===== src/hdl/mfps_fifo.sv =====
module mfps_fifo #(
  parameter int W     = 8,
  parameter int DEPTH = 2
) (
  input  logic                         clk,
  input  logic                         rst_n,
  input  logic                         push,
  input  logic [W-1:0]                 push_data,
  input  logic                         pop,
  output logic [W-1:0]                 pop_data,
  output logic                         full,
  output logic                         empty,
  output logic [$clog2(DEPTH+1)-1:0]   count
);
  localparam int PW   = (DEPTH > 1) ? $clog2(DEPTH) : 1;
  localparam int CNTW = $clog2(DEPTH + 1);

  logic [W-1:0]    slot_r [DEPTH];
  logic [PW-1:0]   wr_ptr_r;
  logic [PW-1:0]   rd_ptr_r;
  logic [CNTW-1:0] cnt_r;
  logic [CNTW-1:0] cnt_nxt;

  assign full     = (cnt_r == CNTW'(DEPTH));
  assign empty    = (cnt_r == '0);
  assign count    = cnt_r;
  assign pop_data = slot_r[rd_ptr_r];

  always_comb begin
    cnt_nxt = cnt_r;
    if (push && !pop) begin
      cnt_nxt = cnt_r + CNTW'(1);
    end else if (pop && !push) begin
      cnt_nxt = cnt_r - CNTW'(1);
    end
  end

  always_ff @(posedge clk) begin
    if (!rst_n) begin
      wr_ptr_r <= '0;
      rd_ptr_r <= '0;
      cnt_r    <= '0;
    end else begin
      cnt_r <= cnt_nxt;
      if (push) begin
        wr_ptr_r <= (wr_ptr_r == PW'(DEPTH - 1)) ? '0 : wr_ptr_r + PW'(1);
      end
      if (pop) begin
        rd_ptr_r <= (rd_ptr_r == PW'(DEPTH - 1)) ? '0 : rd_ptr_r + PW'(1);
      end
    end
  end

  always_ff @(posedge clk) begin
    if (push) begin
      slot_r[wr_ptr_r] <= push_data;
    end
  end

endmodule


===== config.mk =====
export PLATFORM = sky130hd
export DESIGN_NAME = mfps_fifo
export DESIGN_NICKNAME = d
export VERILOG_FILES = /design/src/hdl/mfps_fifo.sv
export SDC_FILE = /design/constraint.sdc
export NUM_CORES = 1
export LEC_CHECK = 0
export ABC_CLOCK_PERIOD_IN_PS = 1300
export BUFFER_PORTS_ARGS = -buffer_cell sky130_fd_sc_hd__buf_2
export CAP_MARGIN = 20
export CORE_ASPECT_RATIO = 0.9
export CORE_MARGIN = 4
export CORE_UTILIZATION = 48
export CTS_BUF_LIST = sky130_fd_sc_hd__clkbuf_16
export CTS_CLUSTER_SIZE = 40
export DETAILED_ROUTE_END_ITERATION = 8
export GPL_ROUTABILITY_DRIVEN = 0
export GPL_TIMING_DRIVEN = 0
export PLACE_DENSITY = 0.81
export SLEW_MARGIN = 40
export SYNTH_ARGS = -nofsm -noshare
export SYNTH_HDL_FRONTEND = slang
export SYNTH_SLANG_ARGS = --single-unit
export TNS_END_PERCENT = 100

===== constraint.sdc =====
create_clock -name clk -period 1.3 [get_ports clk]
set_input_delay 0.065 -clock clk [delete_from_list [all_inputs] [get_ports clk]]
set_output_delay 0.065 -clock clk [all_outputs]
set_load 0.05 [all_outputs]

==> metrics <==
outcome finished, final reports clean; VDD IR-drop max 0.885 mV; sw frac 0.269; synth unique cells 16; fin crit period 1.29 ns; GR Overflow Total 0; Slew Limit Fails 0; Post-Route WL 1410 um; Area Growth Syn to Fin 37.2%; pre-CTS WS -0.0134 ns; final hold vios 0; met2 Use GR 0.266; cells after synthesis 47; first-pass GRT wire length 2260 um; Detailed Route Iter0 Violations 3; total power 1810 uW; share of the synthesized area in the top cell type 0.605; Die ar. 2370 um^2; multi-input logic area 211 um^2; GR Util All Layers 0.140; clock root cell clkbuf_16; EDFF count, synth 16; Clock transition at path regs 0.05 ns; clock group share of total power 0.344; Critical Path Sink Type output pin; FP Rows 13; Worst Setup Path Type reg2out; Skew-Pair Late Insertion Delay 0.25 ns; syn avg cell area 16.9 um^2; # Post-CTS Setup Buffers 0; core region area 1500 um^2; flops & latches, synth 21; vias post-DR 463; path depth of the worst reg2reg path 3; hold slack final 0.00486 ns; YS warnings 0; Worst Min Path Start push_data[5]; DRC Markers 0; layout cells sized above 1 0.507; PnR worst setup slack 0.0118 ns; post-DP HPWL 949 um; CTS Sinks 21; IO Pins 24; critical path arrival 1.22 ns; Net Switching 486 uW; global routing's busiest layer met2; CTS tree done; CTS Buf Count 3; asr flop ratio synth 0; Hold Crit Depth 1; Int Power 1320 uW; initial antenna violation count 0; combinational power share 0.216; sequential cell area 582 um^2; antenna viol nets, final 0; post-synthesis sequential area ratio 0.731; number of global-route vias before repair 511; Synth Cell Area 795 um^2; P_leak 0.000447 uW; CP Data Required Time 1.24 ns; H-tree depth 1; die width 50.9 um; worst slew pin tran 0.476 ns; cell taking the most area after synthesis edfxtp_1; Max Root-Sink Buffers 2; Port Buffer Count 23; max cap viols 0; Die Ht 46.6 um; Final nets 89; Initial Util 0.531; Layout Utilization 0.728; Max-slew headroom 0.681; critical path peak fanout 8; fillers 116; Final Setup Violations 0; Area contributors post-synth edfxtp_1 60%, dfxtp_1 13%, mux2_2 11%, and2_1 3.1%, xor2_1 2.2%; fmax 776 MHz; met1 Track Usage GR 0.143; top_reg_cell synth edfxtp_1; Fin Clk Skew 0.00160 ns; wire length per cell 14.5 um; sequential power share 0.439; vias per cell 4.77; grt met3 use 0.0324; TritonRoute pass-1 iters 2; largest net degree at the start of global routing 12; syn_nets 60; Cell Pwr Density 1660 nW/um^2; Hold Crit Class in2reg; worst r2r src count[0]; period utilisation layout 0.991; diodes inserted 0; RSZ-0062 raised after global routing true; CP Launch Type flop
## critical path: stages (launching register included)
cell	delay, ns
dfxtp_1	0.32
buf_6	0.14
mux2_2	0.35
buf_6	0.16
## Yosys cell counts, types with 2 or more instances
library cell	count
dfxtp_1	5
nor2b_1	2
and2_1	4
edfxtp_1	16
mux2_2	8
xor2_1	2
## metrics by stage
step | std cells | TNS, ns | instance area, um^2
after global routing | 97 | -0.114 | 1090
after floorplan | 47 | 0 | 796
after detailed placement | 92 | -0.107 | 938
after CTS | 97 | 0 | 1080
final | 97 | 0 | 1090
after global placement | 92 | 0 | 938
## cells by family (layout without fill, tap and decap cells)
family          Yosys count  in the layout  share of synthesized area
simple gates              9              9                     0.0709
fa+ha+maj                 1              1                     0.0157
compound gates            3              3                     0.0252
xor+xnor                  3              3                     0.0331
flops                    21             21                      0.731
buf+inv                   2             30                     0.0110
mux                       8              8                      0.113
## per-layer routing
metal | vias to the layer above | share of wire
met1 | 228 | 0.38
met5 | - | 0
li1 | 225 | -
met2 | 8 | 0.58
met4 | 0 | 0.0064
met3 | 2 | 0.033
## sequential cells by signal, summed over array words and instances, names as in the netlist, named ones only
name	flops
count	2
rd_ptr_r	1
slot_r	16
wr_ptr_r	1
## placed cells by master (no fill, tap or decap), types with 2 or more instances in the layout
cell type  count
dfxtp_1        4
and2_1         4
clkbuf_16      3
buf_6          9
xor2_1         2
inv_1          2
mux2_2         7
edfxtp_1      16
buf_2         15
## power groups by stage
stage	Clock [uW]	Sequential (uW)	Combinational [uW]
2_1_floorplan	0	834	230
5_1_grt	672	797	410
6_report	622	794	391
3_3_place_gp	0	802	335
4_1_cts	644	793	388
3_5_place_dp	0	805	343
## cell type report
class	instances	area share
buffer	1	0.0103
clock buffer	3	0.0689
clock inverter	1	0.00344
inverter	1	0.00344
multi-input combinational	24	0.194
sequential	21	0.534
tap	22	0.0253
timing repair buffer	24	0.161
## repair_timing
item | 4_1_cts | 5_1_grt
gates resized for setup | 18 | 2
hold buffers | 1 | 0
endpoints found under the hold margin | 2 | 0
endpoints found under the setup margin | 16 | 8
pin swaps | 0 | 0
## worst paths after layout
check	to	slack [ns]
worst min-delay path	slot_r[0][5]	0.005
worst min register to register	count[1]	0.52
worst max register to register	count[1]	0.21
worst max-delay path	pop_data[2]	0.01
Power figures use the tool's default switching activity.
