===== src/hdl/mfps_pkg.sv =====
package mfps_pkg;

  localparam int ROWS_W     = 11;
  localparam int COLS_W     = 9;
  localparam int CFG_DATA_W = 11;
  localparam int CFG_IDX_W  = 1;

  localparam logic [CFG_IDX_W-1:0] REG_NUM_ROWS = 1'b0;
  localparam logic [CFG_IDX_W-1:0] REG_NUM_COLS = 1'b1;

  localparam int FIFO_DEPTH = 2;

  // Position class of one cell, worked out by the front end.
  typedef struct packed {
    logic first_row;
    logic left_ok;
    logic right_ok;
    logic last_row;
    logic grid_end;
  } mfps_flags_t;

  typedef struct packed {
    logic x_busy;
    logic grid_fire;
  } mfps_bk_stat_t;

endpackage


===== src/hdl/mfps_if.sv =====
interface mfps_in_if #(
  parameter int VALUE_BITS = 16
) ();
  logic                         valid;
  logic                         ready;
  logic signed [VALUE_BITS-1:0] cell_value;

  modport source (output valid, output cell_value, input ready);
  modport sink   (input valid, input cell_value, output ready);
endinterface



===== src/hdl/mfps_front.sv =====
module mfps_front #(
  parameter int MAX_COLS   = 256,
  parameter int MAX_ROWS   = 1024,
  parameter int VALUE_BITS = 16,
  parameter int CW         = 8
) (
  input  logic                                clk,
  input  logic                                rst_n,
  mfps_in_if.sink                             in_ch,
  input  logic                                cfg_we,
  input  logic [mfps_pkg::CFG_IDX_W-1:0]      cfg_index,
  input  logic [mfps_pkg::CFG_DATA_W-1:0]     cfg_data,
  input  logic                                q_full,
  output logic                                q_push,
  output logic signed [VALUE_BITS-1:0]        q_value,
  output logic [CW-1:0]                       q_col,
  output mfps_pkg::mfps_flags_t               q_flags
);
  import mfps_pkg::*;

  localparam int RW = (MAX_ROWS > 1) ? $clog2(MAX_ROWS) : 1;

  logic [ROWS_W-1:0] num_rows_r;
  logic [COLS_W-1:0] num_cols_r;
  logic [CW-1:0]     col_r;
  logic [RW-1:0]     row_r;

  logic [31:0] rows_eff;
  logic [31:0] cols_eff;
  logic [31:0] col_inc;
  logic [31:0] row_inc;
  logic        last_col;
  logic        last_row;

  always_comb begin
    if (num_rows_r == '0) begin
      rows_eff = 32'd1;
    end else if (32'(num_rows_r) > 32'(MAX_ROWS)) begin
      rows_eff = 32'(MAX_ROWS);
    end else begin
      rows_eff = 32'(num_rows_r);
    end
    if (num_cols_r == '0) begin
      cols_eff = 32'd1;
    end else if (32'(num_cols_r) > 32'(MAX_COLS)) begin
      cols_eff = 32'(MAX_COLS);
    end else begin
      cols_eff = 32'(num_cols_r);
    end
    col_inc  = 32'(col_r) + 32'd1;
    row_inc  = 32'(row_r) + 32'd1;
    last_col = (col_inc >= cols_eff);
    last_row = (row_inc >= rows_eff);

    q_flags.first_row = (row_r == '0);
    q_flags.left_ok   = (col_r != '0);
    q_flags.right_ok  = !last_col;
    q_flags.last_row  = last_row;
    q_flags.grid_end  = last_col && last_row;
  end

  assign in_ch.ready = !q_full;
  assign q_push      = in_ch.valid && !q_full;
  assign q_value     = in_ch.cell_value;
  assign q_col       = col_r;

  always_ff @(posedge clk) begin
    if (!rst_n) begin
      num_rows_r <= ROWS_W'(1);
      num_cols_r <= COLS_W'(1);
      col_r      <= '0;
      row_r      <= '0;
    end else begin
      if (cfg_we) begin
        case (cfg_index)
          REG_NUM_ROWS: num_rows_r <= cfg_data[ROWS_W-1:0];
          REG_NUM_COLS: num_cols_r <= cfg_data[COLS_W-1:0];
          default: ;
        endcase
      end
      if (q_push) begin
        if (last_col) begin
          col_r <= '0;
          row_r <= last_row ? '0 : row_r + RW'(1);
        end else begin
          col_r <= col_r + CW'(1);
        end
      end
    end
  end

endmodule


===== src/flat_wrapper.sv =====
// flat-port wrapper written by rule: the top's interface ports become plain ports
module mfps_front_flat import mfps_pkg::*;
#(
  parameter int MAX_COLS   = 256,
  parameter int MAX_ROWS   = 1024,
  parameter int VALUE_BITS = 16,
  parameter int CW         = 8
)
  (clk, rst_n, cfg_we, cfg_index, cfg_data, q_full, q_push, q_value, q_col, q_flags, in_ch_valid, in_ch_cell_value, in_ch_ready);
  mfps_in_if #(.VALUE_BITS(VALUE_BITS)) in_ch_i ();
  input  logic clk;
  input  logic rst_n;
  input  logic cfg_we;
  input  logic [mfps_pkg::CFG_IDX_W-1:0] cfg_index;
  input  logic [mfps_pkg::CFG_DATA_W-1:0] cfg_data;
  input  logic q_full;
  output logic q_push;
  output logic signed [VALUE_BITS-1:0] q_value;
  output logic [CW-1:0] q_col;
  output mfps_pkg::mfps_flags_t q_flags;
  input wire logic [$bits(in_ch_i.valid)-1:0] in_ch_valid;
  input wire logic [$bits(in_ch_i.cell_value)-1:0] in_ch_cell_value;
  output wire logic [$bits(in_ch_i.ready)-1:0] in_ch_ready;
  assign in_ch_i.valid = in_ch_valid;
  assign in_ch_i.cell_value = in_ch_cell_value;
  assign in_ch_ready = in_ch_i.ready;
  mfps_front #(.MAX_COLS(MAX_COLS), .MAX_ROWS(MAX_ROWS), .VALUE_BITS(VALUE_BITS), .CW(CW)) u_core (.clk(clk), .rst_n(rst_n), .in_ch(in_ch_i), .cfg_we(cfg_we), .cfg_index(cfg_index), .cfg_data(cfg_data), .q_full(q_full), .q_push(q_push), .q_value(q_value), .q_col(q_col), .q_flags(q_flags));
endmodule

===== config.mk =====
export PLATFORM = sky130hd
export DESIGN_NAME = mfps_front_flat
export DESIGN_NICKNAME = d
export VERILOG_FILES = /design/src/hdl/mfps_pkg.sv /design/src/hdl/mfps_if.sv /design/src/hdl/mfps_front.sv /design/src/flat_wrapper.sv
export SDC_FILE = /design/constraint.sdc
export NUM_CORES = 1
export LEC_CHECK = 0
export ABC_AREA = 1
export BUFFER_PORTS_ARGS = -buffer_cell sky130_fd_sc_hd__buf_2
export CORE_MARGIN = 2
export CORE_UTILIZATION = 47
export DETAILED_ROUTE_END_ITERATION = 8
export PLACE_DENSITY = 0.76
export REMOVE_ABC_BUFFERS = 1
export SYNTH_ARGS = -nofsm -noshare
export SYNTH_HDL_FRONTEND = slang
export SYNTH_SLANG_ARGS = --single-unit

===== constraint.sdc =====
create_clock -name clk -period 2.6 [get_ports clk]
set_clock_uncertainty 0.15 [all_clocks]
set_input_delay 0.65 -clock clk [delete_from_list [all_inputs] [get_ports clk]]
set_output_delay 0.65 -clock clk [all_outputs]
set_load 0.01 [all_outputs]

==> summary.md <==
| Metric | Value |
|---|---|
| Most common flop cell mapped by yosys | `dfxtp_1` |
| Maximum fanout along the worst path | `3` |
| WS Path Type | `flop to primary output` |
| RSZ-0062 raised after global routing | `yes` |
| Final setup margin | `-669 ps` |
| Yosys reg bits | `38` |
| Worst-path cell chain | `ha_4 -> nand3_4 -> nor2_4 -> xor2_1 -> inv_1 -> ha_4 -> nand2_4 -> nor2_4 -> nand2_1 -> nand2_1 -> nor2_1 -> nand2_1 -> nand2_2 -> nand2_4 -> nand2_2 -> inv_1 -> buf_2` |
| DR DRC count | `0` |
| Core ar. | `5170 sq um` |
| Leakage | `1.74 nW` |
| Placed Cells incl. Taps | `501` |
| Worst reg2reg endpoint | `u_core.row_r[0]` |
| Root buffer cell | `clkbuf_8` |
| Crit path max-delay family | `simple AND/OR/NAND/NOR gates` |
| Share of layout cells above drive strength 1 | `0.406` |
| Via Count | `2793` |
| Final non-filler cell total | `516` |
| VDD IR max | `0.000288 V` |
| Crit start category | `flop` |
| Die span in x | `77.8 microns` |
| Worst hold slack | `354 ps` |
| Via-per-instance ratio | `5.41` |
| Failing checks | `setup timing` |
| Post-DRT Antenna Nets | `0` |
| Max cap viols | `0` |
| Pwr Density | `467 nW/um^2` |
| Most used cell, CP | `nand2_1` |
| Critical Path AT | `2470 ps` |
| Global Route Usage Sum | `0.239` |
| Synthesis Warnings | `0` |
| WHS Path Cells | `2` |
| Setup_tns | `-2900 ps` |
| Clk_lat worst skew | `300 ps` |
| Full die area | `6050 sq um` |
| Min-delay src | `u_core.row_r[2]` |
| Dpl hpwl | `5090 microns` |
| Final WL | `8040 microns` |
| Fin. Hold Viols | `0` |
| Drt pass-1 iters | `5` |
| R2R cell count | `19` |
| Reg clk slew, reported paths | `90 ps` |
| Design Power | `1.71 mW` |
| Routability Congestion | `0.799` |
| Post-synth EDFFs | `0` |
| Final period util | `1.26` |
| Final global-route overflow total | `0` |
| Core Rows | `26` |
| CTS Buf Count | `5` |
| Max incr delay on CP | `390 ps` |
| Crit path required time | `1800 ps` |
| Die H | `77.8 microns` |
| Top post-synthesis cells by area | `dfxtp_1, ha_1, nand2_1` |
| Layout area overhead | `42.7%` |
| CTS tree | `yes` |
| Fin util | `0.706` |
| Post-Syn Area per Cell | `6.88 sq um` |
| Relative slew slack | `0.590` |
| H-tree Lvls | `2` |
| Crit. End Element | `primary output` |
| Highest-delay cell along the critical path | `dfxtp_4` |
| Count leader, synth | `nand2_1` |
| Share of the synthesized area in the top cell type | `0.297` |
| Final Critical Period | `3270 ps` |
| Reg2Reg Setup Slack | `-150 ps` |
| Actual slew at the worst max-slew pin | `613 ps` |
| Initial DRC count | `285` |
| Min-Delay Path Class | `flop to flop` |
| CTS Buffer Depth | `2` |
| Slew Limit Fails | `0` |
| Synth Instances | `372` |
| Seq/Total Area, Yosys | `0.297` |
| Antenna violations before repair | `0` |
| Final net count | `502` |
| Finish-stage setup viols | `15` |
| Port bufs | `31` |
| Vias in the first global route | `2605` |
| Worst hold path endpoint | `u_core.row_r[2]` |
| Antenna fix cells | `0` |
| Worst path bufs/invs | `3` |
| # clock sinks | `38` |
| RR Startpoint | `u_core.q_col[0]` |
| Largest area contributor in the netlist | `dfxtp_1` |
| Wire per inst | `15.6 microns` |
| Largest net degree at the start of global routing | `24` |
| Initial Util | `0.495` |
| Synth cell count leaders | `nand2_1, nor2_1, dfxtp_1` |
| Unique masters post-synth | `30` |
| Critical path launch point | `u_core.q_col[0]` |
| Status | `complete, but fails checks` |
| Post-synth ARST share | `0` |
| Io pins | `64` |
| First-pass GRT wire length | `11800 microns` |
| Fmax achieved | `0.306 GHz` |
| Mapped cell area | `2560 sq um` |
==> cell type report <==
type / count / area (sq um)
Multi-Input combinational cell: 268 / 1890
Inverter: 39 / 146
Fill cell: 377 / 1520
Sequential cell: 38 / 782
Clock buffer: 8 / 110
Tap cell: 70 / 87.6
Timing Repair Buffer: 93 / 639
==> worst reg2reg max path: cells and delay by family (launching register included) <==
family | cells | cell delay, ps
DFF | 1 | 390
buffers and inverters | 3 | 390
xor gates and xnor gates | 1 | 220
adders and majority gates | 2 | 440
and+or+nand+nor | 12 | 940
AOI/OAI and AO/OA | 1 | 90
==> layout by cell type (no fill, tap or decap), types with 2 or more instances in the layout <==
cell,instances
nor2_4,6
o21ai_0,25
a21oi_1,5
nor2_1,48
nand2_2,16
ha_4,12
nand3_1,14
inv_2,2
ha_1,12
a21oi_2,5
nand2_4,7
buf_4,61
nand2_1,55
o21ai_1,11
and3_1,2
dfxtp_1,29
dfxtp_2,5
clkbuf_8,8
dfxtp_4,4
nor4_2,2
inv_1,35
a21o_1,2
nand4_1,14
nor4_1,4
nor2_2,7
buf_2,30
nand3_2,2
nand3_4,4
xor2_2,4
clkinv_1,2
xor2_1,4
==> metrics by stage <==
step | area, sq um | setup WS, ps
final | 3650 | -669
after global placement | 3050 | -250
after CTS | 3410 | -500
after floorplan | 2380 | -462
after global routing | 3650 | -767
after detailed placement | 3050 | -377
==> logic make-up after synthesis <==
group                    count (synthesis)  synth area share
buffers and inverters                   67             0.128
adder cells (fa/ha/maj)                 24             0.117
AND/OR/NAND/NOR                        184             0.321
XOR/XNOR                                 8            0.0303
multiplexers                             1           0.00391
AO/OA/AOI/OAI                           50             0.102
flip-flops                              38             0.297
==> flip-flops by register name (all words and copies together), names as in the netlist <==
signal	flops
u_core.num_rows_r	11
u_core.num_cols_r	9
u_core.row_r	10
u_core.q_col	8
==> routing by layer <==
metal / vias up / global-route usage / share of wire
li1: 1339 / - / -
met1: 1310 / 0.316 / 0.43
met2: 128 / 0.384 / 0.48
met3: 16 / 0.0616 / 0.066
met4: 0 / 0.0696 / 0.020
met5: - / 0 / 0
==> worst max path at each step <==
| stage | endpoint | slack [ps] | cells after the start |
|---|---|---|---|
| 6_report | q_flags[0] | -670 | 17 |
| 5_1_grt | q_flags[0] | -770 | 14 |
| 4_1_cts | q_flags[0] | -500 | 16 |
| 3_5_place_dp | q_flags[0] | -380 | 13 |
| 3_3_place_gp | q_flags[0] | -250 | 15 |
| 2_1_floorplan | q_flags[0] | -460 | 11 |
==> power breakdown <==
group | internal (mW) | switching (mW) | leakage [nW]
Sequential | 0.613 | 0.0293 | 0.316
Clock | 0.268 | 0.224 | 0.0575
Combinational | 0.250 | 0.322 | 1.37
==> timing repair <==
| action | CTS | global route |
|---|---|---|
| gates resized for setup | 41 | 51 |
| gates cloned | 1 | 0 |
| setup buffers | 12 | 2 |
| pin swaps | 19 | 26 |
| hold buffers | 0 | 0 |
| endpoints found under the setup margin | 18 | 21 |
Power figures use the tool's default switching activity.
